==> config.mk <==
export PLATFORM = sky130hd
export DESIGN_NAME = ccpm_front
export DESIGN_NICKNAME = d
export VERILOG_FILES = /design/src/rtl/ccpm_pkg.sv /design/src/rtl/ccpm_front.sv
export SDC_FILE = /design/constraint.sdc
export NUM_CORES = 1
export LEC_CHECK = 0
export ABC_CLOCK_PERIOD_IN_PS = 5900
export BUFFER_PORTS_ARGS = -buffer_cell sky130_fd_sc_hd__buf_2
export CORE_ASPECT_RATIO = 1.25
export CORE_MARGIN = 2
export CORE_UTILIZATION = 40
export CTS_CLUSTER_DIAMETER = 150
export DETAILED_ROUTE_END_ITERATION = 6
export PLACE_DENSITY = 0.74
export SETUP_SLACK_MARGIN = 0.2
export SYNTH_ARGS = -nofsm -noshare
export SYNTH_HDL_FRONTEND = slang
export SYNTH_SLANG_ARGS = --single-unit
==> constraint.sdc <==
create_clock -name i_clk -period 5.9 [get_ports i_clk]
set_input_delay 0.885 -clock i_clk [delete_from_list [all_inputs] [get_ports i_clk]]
set_output_delay 0.885 -clock i_clk [all_outputs]
set_load 0.01 [all_outputs]
==> src/rtl/ccpm_pkg.sv <==
`default_nettype none

package ccpm_pkg;

    // Field widths fixed by the request and result formats.
    localparam int unsigned OP_W       = 2;
    localparam int unsigned LD_IDX_W   = 16;
    localparam int unsigned LD_VAL_W   = 17;
    localparam int unsigned COORD_W    = 10;
    localparam int unsigned POS_W      = 16;
    localparam int unsigned STATUS_W   = 2;

    // Depth of the command queue between the front and the back end.
    localparam int unsigned QUEUE_DEPTH = 2;
    localparam int unsigned QPTR_W      = 1;
    localparam int unsigned QCNT_W      = 2;

    // Request operation codes.
    typedef enum logic [OP_W-1:0] {
        OP_LOAD_PERM = 2'd0,
        OP_LOAD_COL  = 2'd1,
        OP_LOAD_ROW  = 2'd2,
        OP_MAP       = 2'd3
    } t_op;

    // Result status codes.
    typedef enum logic [STATUS_W-1:0] {
        ST_MAPPED = 2'd0,
        ST_UPPER  = 2'd1,
        ST_MISS   = 2'd2
    } t_status;

    // Command kinds after classification in the front end.
    typedef enum logic [2:0] {
        KIND_NOP  = 3'd0,
        KIND_PERM = 3'd1,
        KIND_COL  = 3'd2,
        KIND_ROW  = 3'd3,
        KIND_MAP  = 3'd4,
        KIND_MISS = 3'd5
    } t_kind;

    typedef struct packed {
        t_op                 op;
        logic [LD_IDX_W-1:0] load_index;
        logic [LD_VAL_W-1:0] load_value;
        logic [COORD_W-1:0]  entry_row;
        logic [COORD_W-1:0]  entry_col;
        logic                entry_last;
    } t_req;

    typedef struct packed {
        logic [POS_W-1:0] position;
        t_status          status;
        logic             result_last;
    } t_rsp;

    typedef struct packed {
        t_kind               kind;
        logic [LD_IDX_W-1:0] load_index;
        logic [LD_VAL_W-1:0] load_value;
        logic [COORD_W-1:0]  entry_row;
        logic [COORD_W-1:0]  entry_col;
        logic                entry_last;
    } t_cmd;

endpackage

`default_nettype wire

==> src/rtl/ccpm_front.sv <==
`default_nettype none

module ccpm_front #(
    parameter int DIM_MAX     = 1024,
    parameter int PATTERN_MAX = 65536
) (
    input  wire logic           i_clk,
    input  wire logic           i_rst_n,
    input  wire logic           start,
    input  wire ccpm_pkg::t_req i_req,
    output logic                busy,
    input  wire logic           i_queue_full,
    output logic                o_push,
    output ccpm_pkg::t_cmd      o_cmd
);
    import ccpm_pkg::*;

    logic r_vld;
    logic n_vld;
    t_cmd r_cmd;
    t_cmd n_cmd;
    logic accept;

    // The holding register cannot move while the queue is full.
    assign busy   = r_vld && i_queue_full;
    assign accept = start && !busy;
    assign o_push = r_vld && !i_queue_full;
    assign o_cmd  = r_cmd;

    // Classify the request, drop loads whose slot or value is out of range and clamp
    // column starts to the pattern size.
    always_comb begin
        n_cmd.kind       = KIND_NOP;
        n_cmd.load_index = i_req.load_index;
        n_cmd.load_value = i_req.load_value;
        n_cmd.entry_row  = i_req.entry_row;
        n_cmd.entry_col  = i_req.entry_col;
        n_cmd.entry_last = i_req.entry_last;
        case (i_req.op)
            OP_LOAD_PERM: begin
                if (32'(i_req.load_index) < DIM_MAX && 32'(i_req.load_value) < DIM_MAX) begin
                    n_cmd.kind = KIND_PERM;
                end
            end
            OP_LOAD_COL: begin
                if (32'(i_req.load_index) < DIM_MAX + 1) begin
                    n_cmd.kind = KIND_COL;
                end
                if (32'(i_req.load_value) > PATTERN_MAX) begin
                    n_cmd.load_value = LD_VAL_W'(PATTERN_MAX);
                end
            end
            OP_LOAD_ROW: begin
                if (32'(i_req.load_index) < PATTERN_MAX && 32'(i_req.load_value) < DIM_MAX) begin
                    n_cmd.kind = KIND_ROW;
                end
            end
            OP_MAP: begin
                if (32'(i_req.entry_row) < DIM_MAX && 32'(i_req.entry_col) < DIM_MAX) begin
                    n_cmd.kind = KIND_MAP;
                end else begin
                    n_cmd.kind = KIND_MISS;
                end
            end
            default: begin
                n_cmd.kind = KIND_NOP;
            end
        endcase
    end

    // A new request enters the holding register unless it is a dropped load.
    always_comb begin
        n_vld = (accept && n_cmd.kind != KIND_NOP) || busy;
    end

    always_ff @(posedge i_clk) begin
        if (!i_rst_n) begin
            r_vld <= 1'b0;
        end else begin
            r_vld <= n_vld;
        end
        if (accept) begin
            r_cmd <= n_cmd;
        end
    end

endmodule

`default_nettype wire

==> flow_summary.ini, run 1 <==
[status]
status = completed

[synthesis]
syn_area_per_cell_um2 = 19.4
syn_nets = 166
synth-seq-cells = 58
netlist_instances = 106
yosysSeqAreaShare_pct = 84.3
synth_top_area_share_pct = 83.3
yosys.area.top_type = edfxtp_1
yosys_warnings = 0
syn_area_um2 = 2050
synthDistinctLibCells = 22
yosys-top-cells-area = edfxtp_1, and2_1, nor4_1, o2111ai_4, nor4_2

[detailed_routing]
vias = 1384
drc = 0
first_pass_iters = 4
via_per_inst = 4.61
drt_iter0_drc = 103
wl_per_cell_um = 14.5
drt.antenna.violating_nets = 0
routed_wirelength_um = 4360

[timing]
rsz0062_at_grt = no
hold_violations = 0
fmax_mhz = 446
min_period_ns = 2.24
tns_ns = 0
fin_hold_ws_ns = 0.734
slew_headroom_pct = 53.6
clock_skew_ns = 0.00335
period_share_pct = 38.0
setup_viol = 0
drv_slew = 0
tightest_slew_ns = 0.696

[placed_design]
dpl_cell_area_um2 = 2720
port_buffers = 118
dp_cells = 285
gp_congestion = 0.703
dpl.hpwl_um = 3300

[grt]
grt_pass1_wl_um = 6170
grt_pass1_vias = 1311
gr-total-overflow = 0
antenna_found_initial = 0
grt_usage_pct = 15.5
grt_max_degree = 58

[die]
num_rows = 29
core_um2 = 5010
die_h_um = 84.1
die_x_um = 68.1
start_util_pct = 41.0
io_pins = 119
die_area_um2 = 5730

[critical_path]
path_max_fanout = 4
end_kind = primary output
rrSetupSlack_ns = 4.31
required_ns = 5.02
crit_buf_inv = 2
cp_top_family = buffers and inverters
start_kind = input port
cp_cell_sequence = buf_2, and2_1, buf_2
worst_path_max_delay_cell = and2_1
arrival_ns = 1.36
critPathMostFrequentCell = buf_2
slowest_delay_ns = 0.22
critPathKind = input port to primary output

[clock_tree]
clk_pin_slew_ns = 0.06
clockBufferDepth = 2
post_cts_resized = 0
numCtsBuffers = 9
cts_root_buf = clkbuf_8
cts_hold_buffers = 0
postCtsSetupBuffers = 0
insertion_delay_ns = 0.32
h-tree-depth = 3
cts_tree = built
clock-sinks = 58

[cells_and_area]
n_fill_cell = 434
instances_no_fill = 300
diodes = 0
drive_above_1_share_pct = 56.7
multi_input_area_um2 = 308
layout_common_cells = buf_2, edfxtp_1, and2_1, clkbuf_8, nor4_1
fin_area_um2 = 2900
layout.area.seq_um2 = 1730
mostFrequentLayoutCell = buf_2
syn_to_final_growth_pct = 41.0
fin_nets = 294

[run]
max_cap_violations = 0

[power_and_ir_drop]
ir_drop_mv = 0.142
power_w = 0.000891
p_per_area_nw_per_um2 = 308
leakagePower_nw = 1.22

[min_path]
holdCritPathClass = input port to flop
-- metrics by stage --
stage / setup WS (ns) / util [%]
floorplan: 1.79 / -
global placement: 3.68 / 54.4
detailed placement: 3.64 / 54.4
CTS: 3.65 / 57.8
global route: 3.63 / 57.8
finish: 3.66 / 57.8
-- cell usage after synthesis (all sizes together) --
cell and number:
edfxtp 57, a31oi 2, o2111ai 1, nand2 2
nor2 4, and2 18, or4 1, nand3 1
nor3 1, o21a 1, nor2b 2, buf 1
inv 2, dfxtp 1, clkbuf 1, o22ai 1
or3 1, o41a 1, nor4 7, nand4 1
-- area by class of cell --
class / instances / area share, %
clock buffer: 10 / 4.41
clock inverter: 5 / 1.60
inverter: 2 / 0.259
multi-input combinational: 44 / 10.6
sequential: 58 / 59.8
tap: 62 / 2.68
timing repair buffer: 119 / 20.6
-- worst paths after layout --
kind,cells past startpoint,start,end
max reg2reg,3,r_vld$_SDFF_PN0_,o_cmd[48]$_DFFE_PP_
max,3,i_queue_full,busy
min,1,i_req[17],o_cmd[17]$_DFFE_PP_
min reg2reg,2,r_vld$_SDFF_PN0_,r_vld$_SDFF_PN0_
-- power by group --
part           internal, W  switching [W]  leakage (nW)
Combinational    0.0000357      0.0000440         0.567
Sequential        0.000482     0.00000536         0.567
Clock             0.000187       0.000137        0.0886
Total             0.000705       0.000187          1.22
-- per-layer routing --
layer | wire length [µm] | global-route usage, % | vias to the layer above
met1 | 1610 | 16.1 | 618
met5 | 0 | 0 | -
li1 | - | - | 669
met4 | 130 | 12.5 | 0
met3 | 586 | 5.53 | 11
met2 | 2030 | 24.4 | 86
-- kinds of logic after synthesis --
kind of cell	Yosys count	synth area share [%]
compound gates	6	3.11
buf+inv	4	1.10
flops	58	84.3
simple gates	38	11.5
-- flip-flops by register name (all words and copies together), names as in the netlist --
signal  count
o_cmd      57
r_vld       1
No activity file was read; power rests on OpenSTA's default activity.
==> run 2: changes to the inputs <==
--- a/config.mk
+++ b/config.mk
@@ -5,11 +5,12 @@
 export SDC_FILE = /design/constraint.sdc
 export NUM_CORES = 1
 export LEC_CHECK = 0
-export ABC_CLOCK_PERIOD_IN_PS = 5900
+export ABC_AREA = 1
+export ABC_CLOCK_PERIOD_IN_PS = 1800
 export BUFFER_PORTS_ARGS = -buffer_cell sky130_fd_sc_hd__buf_2
 export CORE_ASPECT_RATIO = 1.25
 export CORE_MARGIN = 2
-export CORE_UTILIZATION = 40
+export CORE_UTILIZATION = 39
 export CTS_CLUSTER_DIAMETER = 150
 export DETAILED_ROUTE_END_ITERATION = 6
 export PLACE_DENSITY = 0.74
==> constraint.sdc (replaced) <==
create_clock -name i_clk -period 1.8 [get_ports i_clk]
set_input_delay 0.27 -clock i_clk [delete_from_list [all_inputs] [get_ports i_clk]]
set_output_delay 0.27 -clock i_clk [all_outputs]
set_load 0.01 [all_outputs]
==> flow_summary.ini, run 2 <==
[status]
status = completed

[grt]
antenna_found_initial = 0
grt_max_degree = 58
gr-total-overflow = 0
grt_pass1_wl_um = 6870
grt_pass1_vias = 1406
grt_usage_pct = 15.2

[die]
io_pins = 119
die_h_um = 87.4
start_util_pct = 40.1
num_rows = 30
die_x_um = 70.7
die_area_um2 = 6180
core_um2 = 5410

[synthesis]
syn_area_um2 = 2170
synth-edff-count = 57
synth-seq-cells = 58
async_reset_ff_share_pct = 0
synth_top_area_share_pct = 78.9
synth_top_flop_cell = edfxtp_1
synthDistinctLibCells = 21
yosys-top-cells-area = edfxtp_1, a21boi_2, nor2_1, inv_1, nand2_1
yosysSeqAreaShare_pct = 79.8
yosys_warnings = 0
synth_common_cells = edfxtp_1, nor2_1, inv_1, nand2_1, a21boi_2
netlist_instances = 131
syn_area_per_cell_um2 = 16.6
syn_nets = 191
yosys.area.top_type = edfxtp_1
yosysMostFrequentCell = edfxtp_1

[clock_tree]
clockBufferDepth = 2
clk_pin_slew_ns = 0.06
insertion_delay_ns = 0.32
cts_hold_buffers = 0
h-tree-depth = 3
post_cts_resized = 0
clock-sinks = 58
cts_root_buf = clkbuf_8
numCtsBuffers = 9
postCtsSetupBuffers = 0
cts_tree = built

[detailed_routing]
vias = 1507
drt.antenna.violating_nets = 0
drc = 0
routed_wirelength_um = 4680
wl_per_cell_um = 14.2
drt_iter0_drc = 202
via_per_inst = 4.58
first_pass_iters = 4

[timing]
clock_skew_ns = 0.00292
hold_violations = 0
tightest_slew_ns = 0.308
fmax_mhz = 835
period_share_pct = 66.5
setup_viol = 0
drv_slew = 0
slew_headroom_pct = 79.5
tns_ns = 0
min_period_ns = 1.20
rsz0062_at_grt = no

[critical_path]
start_kind = flop
cp_cell_sequence = nand2_2, inv_2, nor2_4, buf_12
path_max_fanout = 57
slowest_delay_ns = 0.33
cp_top_family = flip-flops
worst_path_max_delay_cell = dfxtp_2
arrival_ns = 1.19
crit_buf_inv = 2
required_ns = 1.79
critPathKind = flop to flop
end_kind = flop

[cells_and_area]
diodes = 0
layout_common_cells = buf_2, edfxtp_1, nor2_1, inv_1, nand2_1
drive_above_1_share_pct = 58.5
largest_reg_flops = 57
syn_to_final_growth_pct = 40.4
mostFrequentLayoutCell = buf_2
fin_nets = 321

[placed_design]
dpl.hpwl_um = 3520
gp_congestion = 0.709
port_buffers = 118

[power_and_ir_drop]
leakagePower_nw = 1.37
power_w = 0.00296
p_per_area_nw_per_um2 = 971
ir_drop_mv = 0.388

[min_path]
holdCritPathClass = input port to flop

[run]
max_cap_violations = 0
## run 2: layer usage
metal | vias to the layer above | wire (µm) | track usage, %
met4 | 0 | 79 | 7.72
met2 | 82 | 2380 | 25.1
met1 | 689 | 1780 | 17.0
met3 | 7 | 437 | 6.13
li1 | 729 | - | -
met5 | - | 0 | 0
## run 2: power breakdown
part | internal (W) | total [W] | switching (W)
clock network | 0.000622 | 0.00108 | 0.000455
registers | 0.00158 | 0.00160 | 0.0000186
logic | 0.000127 | 0.000285 | 0.000158
total | 0.00233 | 0.00296 | 0.000631
## run 2: cells by family after synthesis
group | Yosys count | share of synthesized area [%]
buffers and inverters | 18 | 3.63
and+or+nand+nor | 37 | 9.05
DFF | 58 | 79.8
AOI/OAI and AO/OA | 18 | 7.50
## run 2: stage by stage
| stage | setup WS (ns) | cell area (µm²) | instances | hold WS, ns | util [%] |
|---|---|---|---|---|---|
| 2_1_floorplan | 0.108 | 2180 | 131 | 0.369 | - |
| 3_3_place_gp | 0.531 | 2870 | 314 | 0.447 | 53.1 |
| 3_5_place_dp | 0.446 | 2870 | 314 | 0.450 | 53.1 |
| 4_1_cts | 0.605 | 3050 | 329 | 0.108 | 56.4 |
| 5_1_grt | 0.563 | 3050 | 329 | 0.100 | 56.4 |
| 6_report | 0.602 | 3050 | 329 | 0.120 | 56.4 |
## run 2: worst paths after layout
| kind | to | startpoint | slack [ns] | cells past startpoint |
|---|---|---|---|---|
| max | o_cmd[34]$_DFFE_PP_ | r_vld$_SDFF_PN0_ | 0.60 | 4 |
| min | o_cmd[17]$_DFFE_PP_ | i_req[17] | 0.12 | 1 |
| min reg2reg | r_vld$_SDFF_PN0_ | r_vld$_SDFF_PN0_ | 0.48 | 2 |
| max reg2reg | o_cmd[34]$_DFFE_PP_ | r_vld$_SDFF_PN0_ | 0.60 | 4 |
## run 2: worst register-to-register path, delay by kind of cell, from the launching register on
| kind | cells | cell delay, ns |
|---|---|---|
| flops | 1 | 0.33 |
| simple gates | 2 | 0.17 |
| buf+inv | 2 | 0.33 |
## run 2: area by class of cell
class	count	area, µm²
clock buffer	11	131
clock inverter	4	43.8
fill	448	2360
inverter	15	56.3
multi-input combinational	55	369
sequential	58	1730
tap	64	80.1
timing repair buffer	122	633
