[config.mk]
export PLATFORM = sky130hd
export DESIGN_NAME = ccpm_queue
export DESIGN_NICKNAME = d
export VERILOG_FILES = /design/src/rtl/ccpm_pkg.sv /design/src/rtl/ccpm_queue.sv
export SDC_FILE = /design/constraint.sdc
export NUM_CORES = 1
export LEC_CHECK = 0
export ABC_AREA = 0
export BUFFER_PORTS_ARGS = -buffer_cell sky130_fd_sc_hd__buf_4
export CORE_ASPECT_RATIO = 2
export CORE_UTILIZATION = 40
export CTS_CLUSTER_DIAMETER = 150
export DETAILED_ROUTE_END_ITERATION = 16
export HOLD_SLACK_MARGIN = 0.05
export PLACE_DENSITY = 0.7
export SLEW_MARGIN = 20
export SYNTH_ARGS = -nofsm -noshare
export SYNTH_HDL_FRONTEND = slang
export SYNTH_SLANG_ARGS = --single-unit
[constraint.sdc]
create_clock -name i_clk -period 4.4 [get_ports i_clk]
set_clock_uncertainty 0.2 [all_clocks]
set_input_delay 0.88 -clock i_clk [delete_from_list [all_inputs] [get_ports i_clk]]
set_output_delay 0.88 -clock i_clk [all_outputs]
set_load 0.005 [all_outputs]
[src/rtl/ccpm_pkg.sv]
`default_nettype none

package ccpm_pkg;

    // Field widths fixed by the request and result formats.
    localparam int unsigned OP_W       = 2;
    localparam int unsigned LD_IDX_W   = 16;
    localparam int unsigned LD_VAL_W   = 17;
    localparam int unsigned COORD_W    = 10;
    localparam int unsigned POS_W      = 16;
    localparam int unsigned STATUS_W   = 2;

    // Depth of the command queue between the front and the back end.
    localparam int unsigned QUEUE_DEPTH = 2;
    localparam int unsigned QPTR_W      = 1;
    localparam int unsigned QCNT_W      = 2;

    // Request operation codes.
    typedef enum logic [OP_W-1:0] {
        OP_LOAD_PERM = 2'd0,
        OP_LOAD_COL  = 2'd1,
        OP_LOAD_ROW  = 2'd2,
        OP_MAP       = 2'd3
    } t_op;

    // Result status codes.
    typedef enum logic [STATUS_W-1:0] {
        ST_MAPPED = 2'd0,
        ST_UPPER  = 2'd1,
        ST_MISS   = 2'd2
    } t_status;

    // Command kinds after classification in the front end.
    typedef enum logic [2:0] {
        KIND_NOP  = 3'd0,
        KIND_PERM = 3'd1,
        KIND_COL  = 3'd2,
        KIND_ROW  = 3'd3,
        KIND_MAP  = 3'd4,
        KIND_MISS = 3'd5
    } t_kind;

    typedef struct packed {
        t_op                 op;
        logic [LD_IDX_W-1:0] load_index;
        logic [LD_VAL_W-1:0] load_value;
        logic [COORD_W-1:0]  entry_row;
        logic [COORD_W-1:0]  entry_col;
        logic                entry_last;
    } t_req;

    typedef struct packed {
        logic [POS_W-1:0] position;
        t_status          status;
        logic             result_last;
    } t_rsp;

    typedef struct packed {
        t_kind               kind;
        logic [LD_IDX_W-1:0] load_index;
        logic [LD_VAL_W-1:0] load_value;
        logic [COORD_W-1:0]  entry_row;
        logic [COORD_W-1:0]  entry_col;
        logic                entry_last;
    } t_cmd;

endpackage

`default_nettype wire

[src/rtl/ccpm_queue.sv]
`default_nettype none

module ccpm_queue (
    input  wire logic           i_clk,
    input  wire logic           i_rst_n,
    input  wire logic           i_push,
    input  wire ccpm_pkg::t_cmd i_cmd,
    input  wire logic           i_pop,
    output logic                o_full,
    output logic                o_empty,
    output ccpm_pkg::t_cmd      o_head
);
    import ccpm_pkg::*;

    t_cmd              r_slot [QUEUE_DEPTH];
    logic [QPTR_W-1:0] r_wr_ptr;
    logic [QPTR_W-1:0] r_rd_ptr;
    logic [QCNT_W-1:0] r_count;
    logic              do_push;
    logic              do_pop;

    assign o_full  = (r_count == QCNT_W'(QUEUE_DEPTH));
    assign o_empty = (r_count == '0);
    assign o_head  = r_slot[r_rd_ptr];
    assign do_push = i_push && !o_full;
    assign do_pop  = i_pop && !o_empty;

    // Pointers and fill count.
    always_ff @(posedge i_clk) begin
        if (!i_rst_n) begin
            r_wr_ptr <= '0;
            r_rd_ptr <= '0;
            r_count  <= '0;
        end else begin
            if (do_push) begin
                r_wr_ptr <= r_wr_ptr + 1'b1;
            end
            if (do_pop) begin
                r_rd_ptr <= r_rd_ptr + 1'b1;
            end
            if (do_push && !do_pop) begin
                r_count <= r_count + 1'b1;
            end else if (do_pop && !do_push) begin
                r_count <= r_count - 1'b1;
            end
        end
    end

    // Slot storage.
    always_ff @(posedge i_clk) begin
        if (do_push) begin
            r_slot[r_wr_ptr] <= i_cmd;
        end
    end

endmodule

`default_nettype wire

==> metrics.cfg, run 1 <==
[worst_setup_path]
cp_slowest_stage_delay_ns=0.67
reg2reg_depth=4
endpoint_kind_of_the_worst_setup_timing_path=output port
critical_path.max_fanout=35
critical_path.reg2reg.startpoint=r_count[0]
worstPathRequired_ns=3.32
critical_path.cell_chain=buf_4 > mux2_2 > buf_4
timing.critical_path.buf_inv=2
worst-path-stages=3
arrival_ns=2.16
path_class=reg -> out
critical-path-top-delay-family=flip-flops
worst_r2r_endpoint=r_slot[0][19]
worstSetupStartpointType=register
ff2ff_setup_slack_ns=2.07
cpMaxStageDelayCell=dfxtp_2
crit_path_most_repeated_cell=buf_4

[timing]
final_period_minus_worst_setup_slack_ns=3.24
timing_max_transition_violations_final=0
timing.fmax_mhz=309
rsz0062_at_grt=no
maxSlewHeadroom=0.344
worst_hold_slack_ns=0.333
worst_pin_slew_ns=0.981
final-setup-viol-count=0
finalHoldViolCount=0
period_share=0.737
final.setup.tns_ns=0

[logic_synthesis]
synthesis.area_per_instance_um2=21.5
synthesis.yosys.warnings=0
cell_area_after_synthesis_um2=4350
mappedNetlistNets=264
synth_cell_types=22
syn_inst=202
ys_seq_elements=119
synth.yosys.seq_area_share=0.810

[min_path]
timing.hold.worst_endpoint=r_count[1]
hold_path.class=reg -> reg
min_path_cells=2
timing.hold.worst.start=r_count[1]

[die]
initial_core_util=0.412
full_die_area_um2=11300
floorplan.die.height_um=149
floorplan.core_area_um2=10500
row_count=53
io_pins=120
die-width_um=75.7

[power_and_ir_drop]
p_clk_frac=0.378
p_leak_nw=2.26
power_per_cell_area_nw_per_um2=604
pint_mw=2.78
power_switching_share=0.233
combinationalPowerShare=0.209
power.net_switching_uw=845
vdd_ir_drop_max_uv=337
seq_power_share=0.413

[global_route]
initial_antenna_violation_count=0
pin_count_of_the_biggest_net_entering_global_routing=42
first_global_vias=2448
track_usage=0.160
grt_pass1_wl_um=12200
grt_overflow_total=0

[clock_tree]
cts_hold_buf=0
cts_buf_count=17
worstSkewPairLatency_ns=0.40
cts_tree=yes
clk_root_buffer_cell=clkbuf_16
numClockSinks=119
path_clk_slew_ns=0.05
buffers_from_clock_root_to_sink_at_most=2
cts_setup_buffers=0
cts_max_level=4
post_cts_resize_count=0

[placement]
place_hpwl_um=5570
gpl.final_weighted_congestion=0.701
input_output_buffers=119

[layout]
final.fill_count=820
fraction_of_final_layout_cells_sized_beyond_drive_strength_1=0.514
finalNetCount=399
area_delta_synth_final_pct=38.0
antenna-diode-count=0

[drt]
drc_errors=0
routed_wirelength_um=8330
post_drt_wl_per_cell_um=17.1
detailedRoute.firstIterationViolations=75
detail_route.first_pass.iterations=4
vias_per_cell=4.62
ant_nets=0
vias=2250

[run_status]
outcome=completed

[job]
cap_violations=0

sequential cells by signal, summed over array words and instances (netlist names), named ones only:
signal    cells
r_wr_ptr      1
r_count       2
r_rd_ptr      1
r_slot      114
through the flow:
| step | utilization | cell area [µm²] | setup slack, ns | instances | power, mW |
|---|---|---|---|---|---|
| final | 0.569 | 6000 | 1.16 | 487 | 3.63 |
| after global routing | 0.569 | 6000 | 1.00 | 487 | 3.78 |
| after CTS | 0.569 | 6000 | 1.08 | 487 | 3.68 |
| after detailed placement | 0.513 | 5410 | 1.53 | 455 | 2.30 |
| after global placement | 0.513 | 5410 | 1.57 | 455 | 2.28 |
| after floorplan | - | 4350 | 0.534 | 202 | 1.90 |
logic make-up after synthesis:
kind of cell / after synthesis / share of synthesized area
AO/OA/AOI/OAI: 5 / 0.00748
XOR/XNOR: 3 / 0.00604
AND/OR/NAND/NOR: 9 / 0.0127
flip-flops: 119 / 0.810
multiplexers: 57 / 0.148
adder cells (fa/ha/maj): 1 / 0.00288
buffers and inverters: 8 / 0.0129
layout by cell type (no fill, tap or decap), types with 2 or more instances in the layout:
cell,netlist,layout
nor2_1,2,2
clkbuf_1,0,5
buf_4,0,121
bufinv_16,0,3
clkinvlp_4,0,3
mux2_2,27,27
clkinv_2,0,2
clkbuf_16,0,17
edfxtp_1,114,114
and2_1,3,3
mux2_1,30,30
xnor2_1,2,2
clkbuf_8,0,2
dfxtp_1,5,4
metal layers:
metal	part of all wire	vias up	GRT usage
met5	0	-	0
met4	0.033	0	0.105
met3	0.055	19	0.0626
met2	0.58	74	0.276
met1	0.34	1094	0.150
li1	-	1063	-
cell type report:
| type | instances | area [µm²] | share of cell area |
|---|---|---|---|
| Tap cell | 137 | 171 | 0.0286 |
| Inverter | 2 | 7.51 | 0.00125 |
| Multi-Input combinational cell | 75 | 776 | 0.129 |
| Clock buffer | 24 | 472 | 0.0786 |
| Timing Repair Buffer | 122 | 928 | 0.155 |
| Sequential cell | 119 | 3520 | 0.587 |
| Clock inverter | 8 | 123 | 0.0204 |
worst max path at each step:
stage,endpoint,slack (ns),start
after CTS,o_head[38],1.08,register
final,o_head[38],1.16,register
after global placement,o_head[38],1.57,register
after floorplan,r_slot[0][0],0.53,i_push
after global routing,o_head[38],1.00,register
after detailed placement,o_head[38],1.53,register
power by group through the flow:
stage	logic, mW	registers [mW]	clock network, mW
CTS	0.782	1.50	1.40
global route	0.827	1.52	1.44
detailed placement	0.777	1.52	0
finish	0.760	1.50	1.37
global placement	0.763	1.51	0
floorplan	0.411	1.49	0
worst reg2reg max path, stage by stage, from the launching register on:
cell and delay (ns):
dfxtp_1 0.42, nand2b_1 0.20, inv_2 0.07, nor3_4 0.75, buf_12 0.34
Yosys cell counts:
library cell | number | area (µm²)
a21boi_0 | 1 | 7.51
a21boi_1 | 1 | 7.51
and2_1 | 3 | 18.8
and3_1 | 1 | 6.26
buf_2 | 3 | 15.0
buf_6 | 3 | 33.8
dfxtp_1 | 5 | 100
edfxtp_1 | 114 | 3420
ha_1 | 1 | 12.5
inv_1 | 1 | 3.75
inv_2 | 1 | 3.75
mux2_1 | 30 | 338
mux2_2 | 27 | 304
nand2b_1 | 1 | 6.26
nor2_1 | 2 | 7.51
nor3_2 | 1 | 10.0
o21a_1 | 1 | 7.51
o21ai_0 | 1 | 5.00
o21ai_1 | 1 | 5.00
or3_1 | 1 | 6.26
xnor2_1 | 2 | 17.5
xor2_1 | 1 | 8.76
Power figures use the tool's default switching activity.
==> inputs of run 2 (changes only) <==
--- a/config.mk
+++ b/config.mk
@@ -12,7 +12,7 @@
 export CTS_CLUSTER_DIAMETER = 150
 export DETAILED_ROUTE_END_ITERATION = 16
 export HOLD_SLACK_MARGIN = 0.05
-export PLACE_DENSITY = 0.7
+export PLACE_DENSITY = 0.72
 export SLEW_MARGIN = 20
 export SYNTH_ARGS = -nofsm -noshare
 export SYNTH_HDL_FRONTEND = slang
==> constraint.sdc (replaced) <==
create_clock -name i_clk -period 2.85 [get_ports i_clk]
set_clock_uncertainty 0.2 [all_clocks]
set_input_delay 0.57 -clock i_clk [delete_from_list [all_inputs] [get_ports i_clk]]
set_output_delay 0.57 -clock i_clk [all_outputs]
set_load 0.005 [all_outputs]
==> run 2 against run 1 <==
  * Flip-flop and latch count unchanged
  * Wire length grew 0.76%
  * Final area is 0.35% higher
  * Critical path type unchanged
==> metrics.cfg, run 2 (synthesis gave the netlist of run 1 again) <==
[worst_setup_path]
critical_path.cell_chain=buf_4 > mux2_1 > buf_4
reg2reg_depth=3  ; -1
path_class=reg -> out
arrival_ns=1.67  ; -0.49 ns
worstPathRequired_ns=2.08  ; -1.24 ns
worstSetupStartpointType=register
critical_path.max_fanout=33  ; -5.7%
crit_path_most_repeated_cell=buf_4
endpoint_kind_of_the_worst_setup_timing_path=output port
cp_slowest_stage_delay_ns=0.40  ; -0.27 ns
timing.critical_path.buf_inv=2  ; unchanged
worst-path-stages=3  ; unchanged
critical-path-top-delay-family=buffers and inverters
ff2ff_setup_slack_ns=0.89  ; -1.18 ns
cpMaxStageDelayCell=mux2_1

[layout]
stdcell_count=489  ; +0.41%
reg.largest.list=r_slot x114, r_count x2
mostFrequentLayoutCells=buf_4 (123), edfxtp_1 (114), mux2_1 (30)
fraction_of_final_layout_cells_sized_beyond_drive_strength_1=0.520  ; +0.00560
regMostFlops=r_slot
antenna-diode-count=0  ; unchanged
finalNetCount=401  ; +0.50%
largest_register_ffs=114  ; unchanged
area_delta_synth_final_pct=38.5
layout_commonest_cell=buf_4
final_util=0.571  ; +0.00202

[timing]
rsz0062_at_grt=no
final.setup.tns_ns=0  ; unchanged
worst_hold_slack_ns=0.154  ; -0.180 ns
period_share=0.857
worst_slack_ns=0.407  ; -0.752 ns
timing.fmax_mhz=409
timing_max_transition_violations_final=0  ; unchanged
final_period_minus_worst_setup_slack_ns=2.44
maxSlewHeadroom=0.593  ; +0.250
finalHoldViolCount=0  ; unchanged
worst_pin_slew_ns=0.610  ; -0.371 ns
final-setup-viol-count=0  ; unchanged

[global_route]
grt_pass1_wl_um=12300  ; +1.2%
first_global_vias=2472  ; +0.98%
track_usage=0.160  ; about the same
initial_antenna_violation_count=0  ; unchanged
pin_count_of_the_biggest_net_entering_global_routing=46  ; +9.5%
grt_overflow_total=0  ; unchanged

[clock_tree]
worstSkewPairLatency_ns=0.40  ; about the same
post_cts_resize_count=0  ; unchanged
cts_hold_buf=0  ; unchanged
numClockSinks=119  ; unchanged
clk_root_buffer_cell=clkbuf_16
cts_buf_count=17  ; unchanged
cts_max_level=4  ; unchanged
cts_tree=yes
cts_setup_buffers=0  ; unchanged
buffers_from_clock_root_to_sink_at_most=2  ; unchanged
path_clk_slew_ns=0.05  ; about the same

[die]
floorplan.die.height_um=149  ; unchanged
die-width_um=75.7  ; unchanged
floorplan.core_area_um2=10500  ; unchanged
row_count=53  ; unchanged
full_die_area_um2=11300  ; unchanged
io_pins=120  ; unchanged
initial_core_util=0.412  ; unchanged

[power_and_ir_drop]
power_switching_share=0.233  ; about the same
combinationalPowerShare=0.220  ; +0.011
p_leak_nw=2.28  ; +1.2%
power.net_switching_mw=1.31  ; +55%
vdd_ir_drop_max_uv=599  ; +78%
pint_mw=4.32  ; +55%
power_per_cell_area_nw_per_um2=935  ; +55%
p_clk_frac=0.378  ; about the same
seq_power_share=0.403  ; -0.010

[placement]
gpl.final_weighted_congestion=0.697  ; -0.60%
place_hpwl_um=5660  ; +1.7%
placement.setup.worst_slack_ns=0.783  ; -0.747 ns
dp.cells=457  ; +0.44%
input_output_buffers=119  ; unchanged

[drt]
post_drt_wl_per_cell_um=17.2  ; +0.34%
ant_nets=0  ; unchanged
drc_errors=0  ; unchanged
routed_wirelength_um=8390  ; +0.76%
vias_per_cell=4.68  ; +1.4%
detail_route.first_pass.iterations=4  ; unchanged
detailedRoute.firstIterationViolations=116  ; +55%
vias=2290  ; +1.8%

[job]
cap_violations=0  ; unchanged

[run_status]
outcome=completed

[min_path]
hold_path.class=in -> reg
min_path_cells=1  ; -1

==> run 2: power by group through the flow <==
stage | logic (mW) | clock network [mW] | registers [mW]
2_1_floorplan | 0.639 | 0 | 2.29
5_1_grt | 1.34 | 2.24 | 2.29
3_5_place_dp | 1.26 | 0 | 2.30
3_3_place_gp | 1.24 | 0 | 2.29
6_report | 1.24 | 2.13 | 2.27
4_1_cts | 1.27 | 2.17 | 2.27
==> run 2: path summary, 6_finish.rpt <==
| kind | start | endpoint |
|---|---|---|
| setup / recovery | register | o_head[20] |
| hold / removal | i_cmd[47] | r_slot[1][47] |
| setup reg to reg | r_count[0] | r_slot[1][20] |
| hold reg to reg | r_count[1] | r_count[1] |
==> run 2: final cells by class <==
cell class / instances / area, µm²
multi-input combinational: 75 / 776
inverter: 2 / 7.51
tap: 137 / 171
fill: 824 / 4520
sequential: 119 / 3520
clock inverter: 9 / 123
clock buffer: 23 / 478
timing repair buffer: 124 / 943
==> run 2: per-stage QoR <==
stage | power, mW | area, µm²
6_report | 5.63 | 6020
5_1_grt | 5.87 | 6020
4_1_cts | 5.70 | 6020
3_5_place_dp | 3.57 | 5420
3_3_place_gp | 3.53 | 5420
2_1_floorplan | 2.93 | 4350
==> run 2: layer usage <==
metal	routed length (µm)	track usage	vias up
met4	277	0.0963	0
met5	0	0	-
met3	450	0.0646	21
met2	4870	0.285	74
met1	2800	0.143	1125
li1	-	-	1070
==> run 2: worst reg2reg max path, delay by kind of cell, from the launching register on <==
family | cells | cell delay, ns
buffers and inverters | 1 | 0.31
DFF | 1 | 0.42
and+or+nand+nor | 2 | 0.66
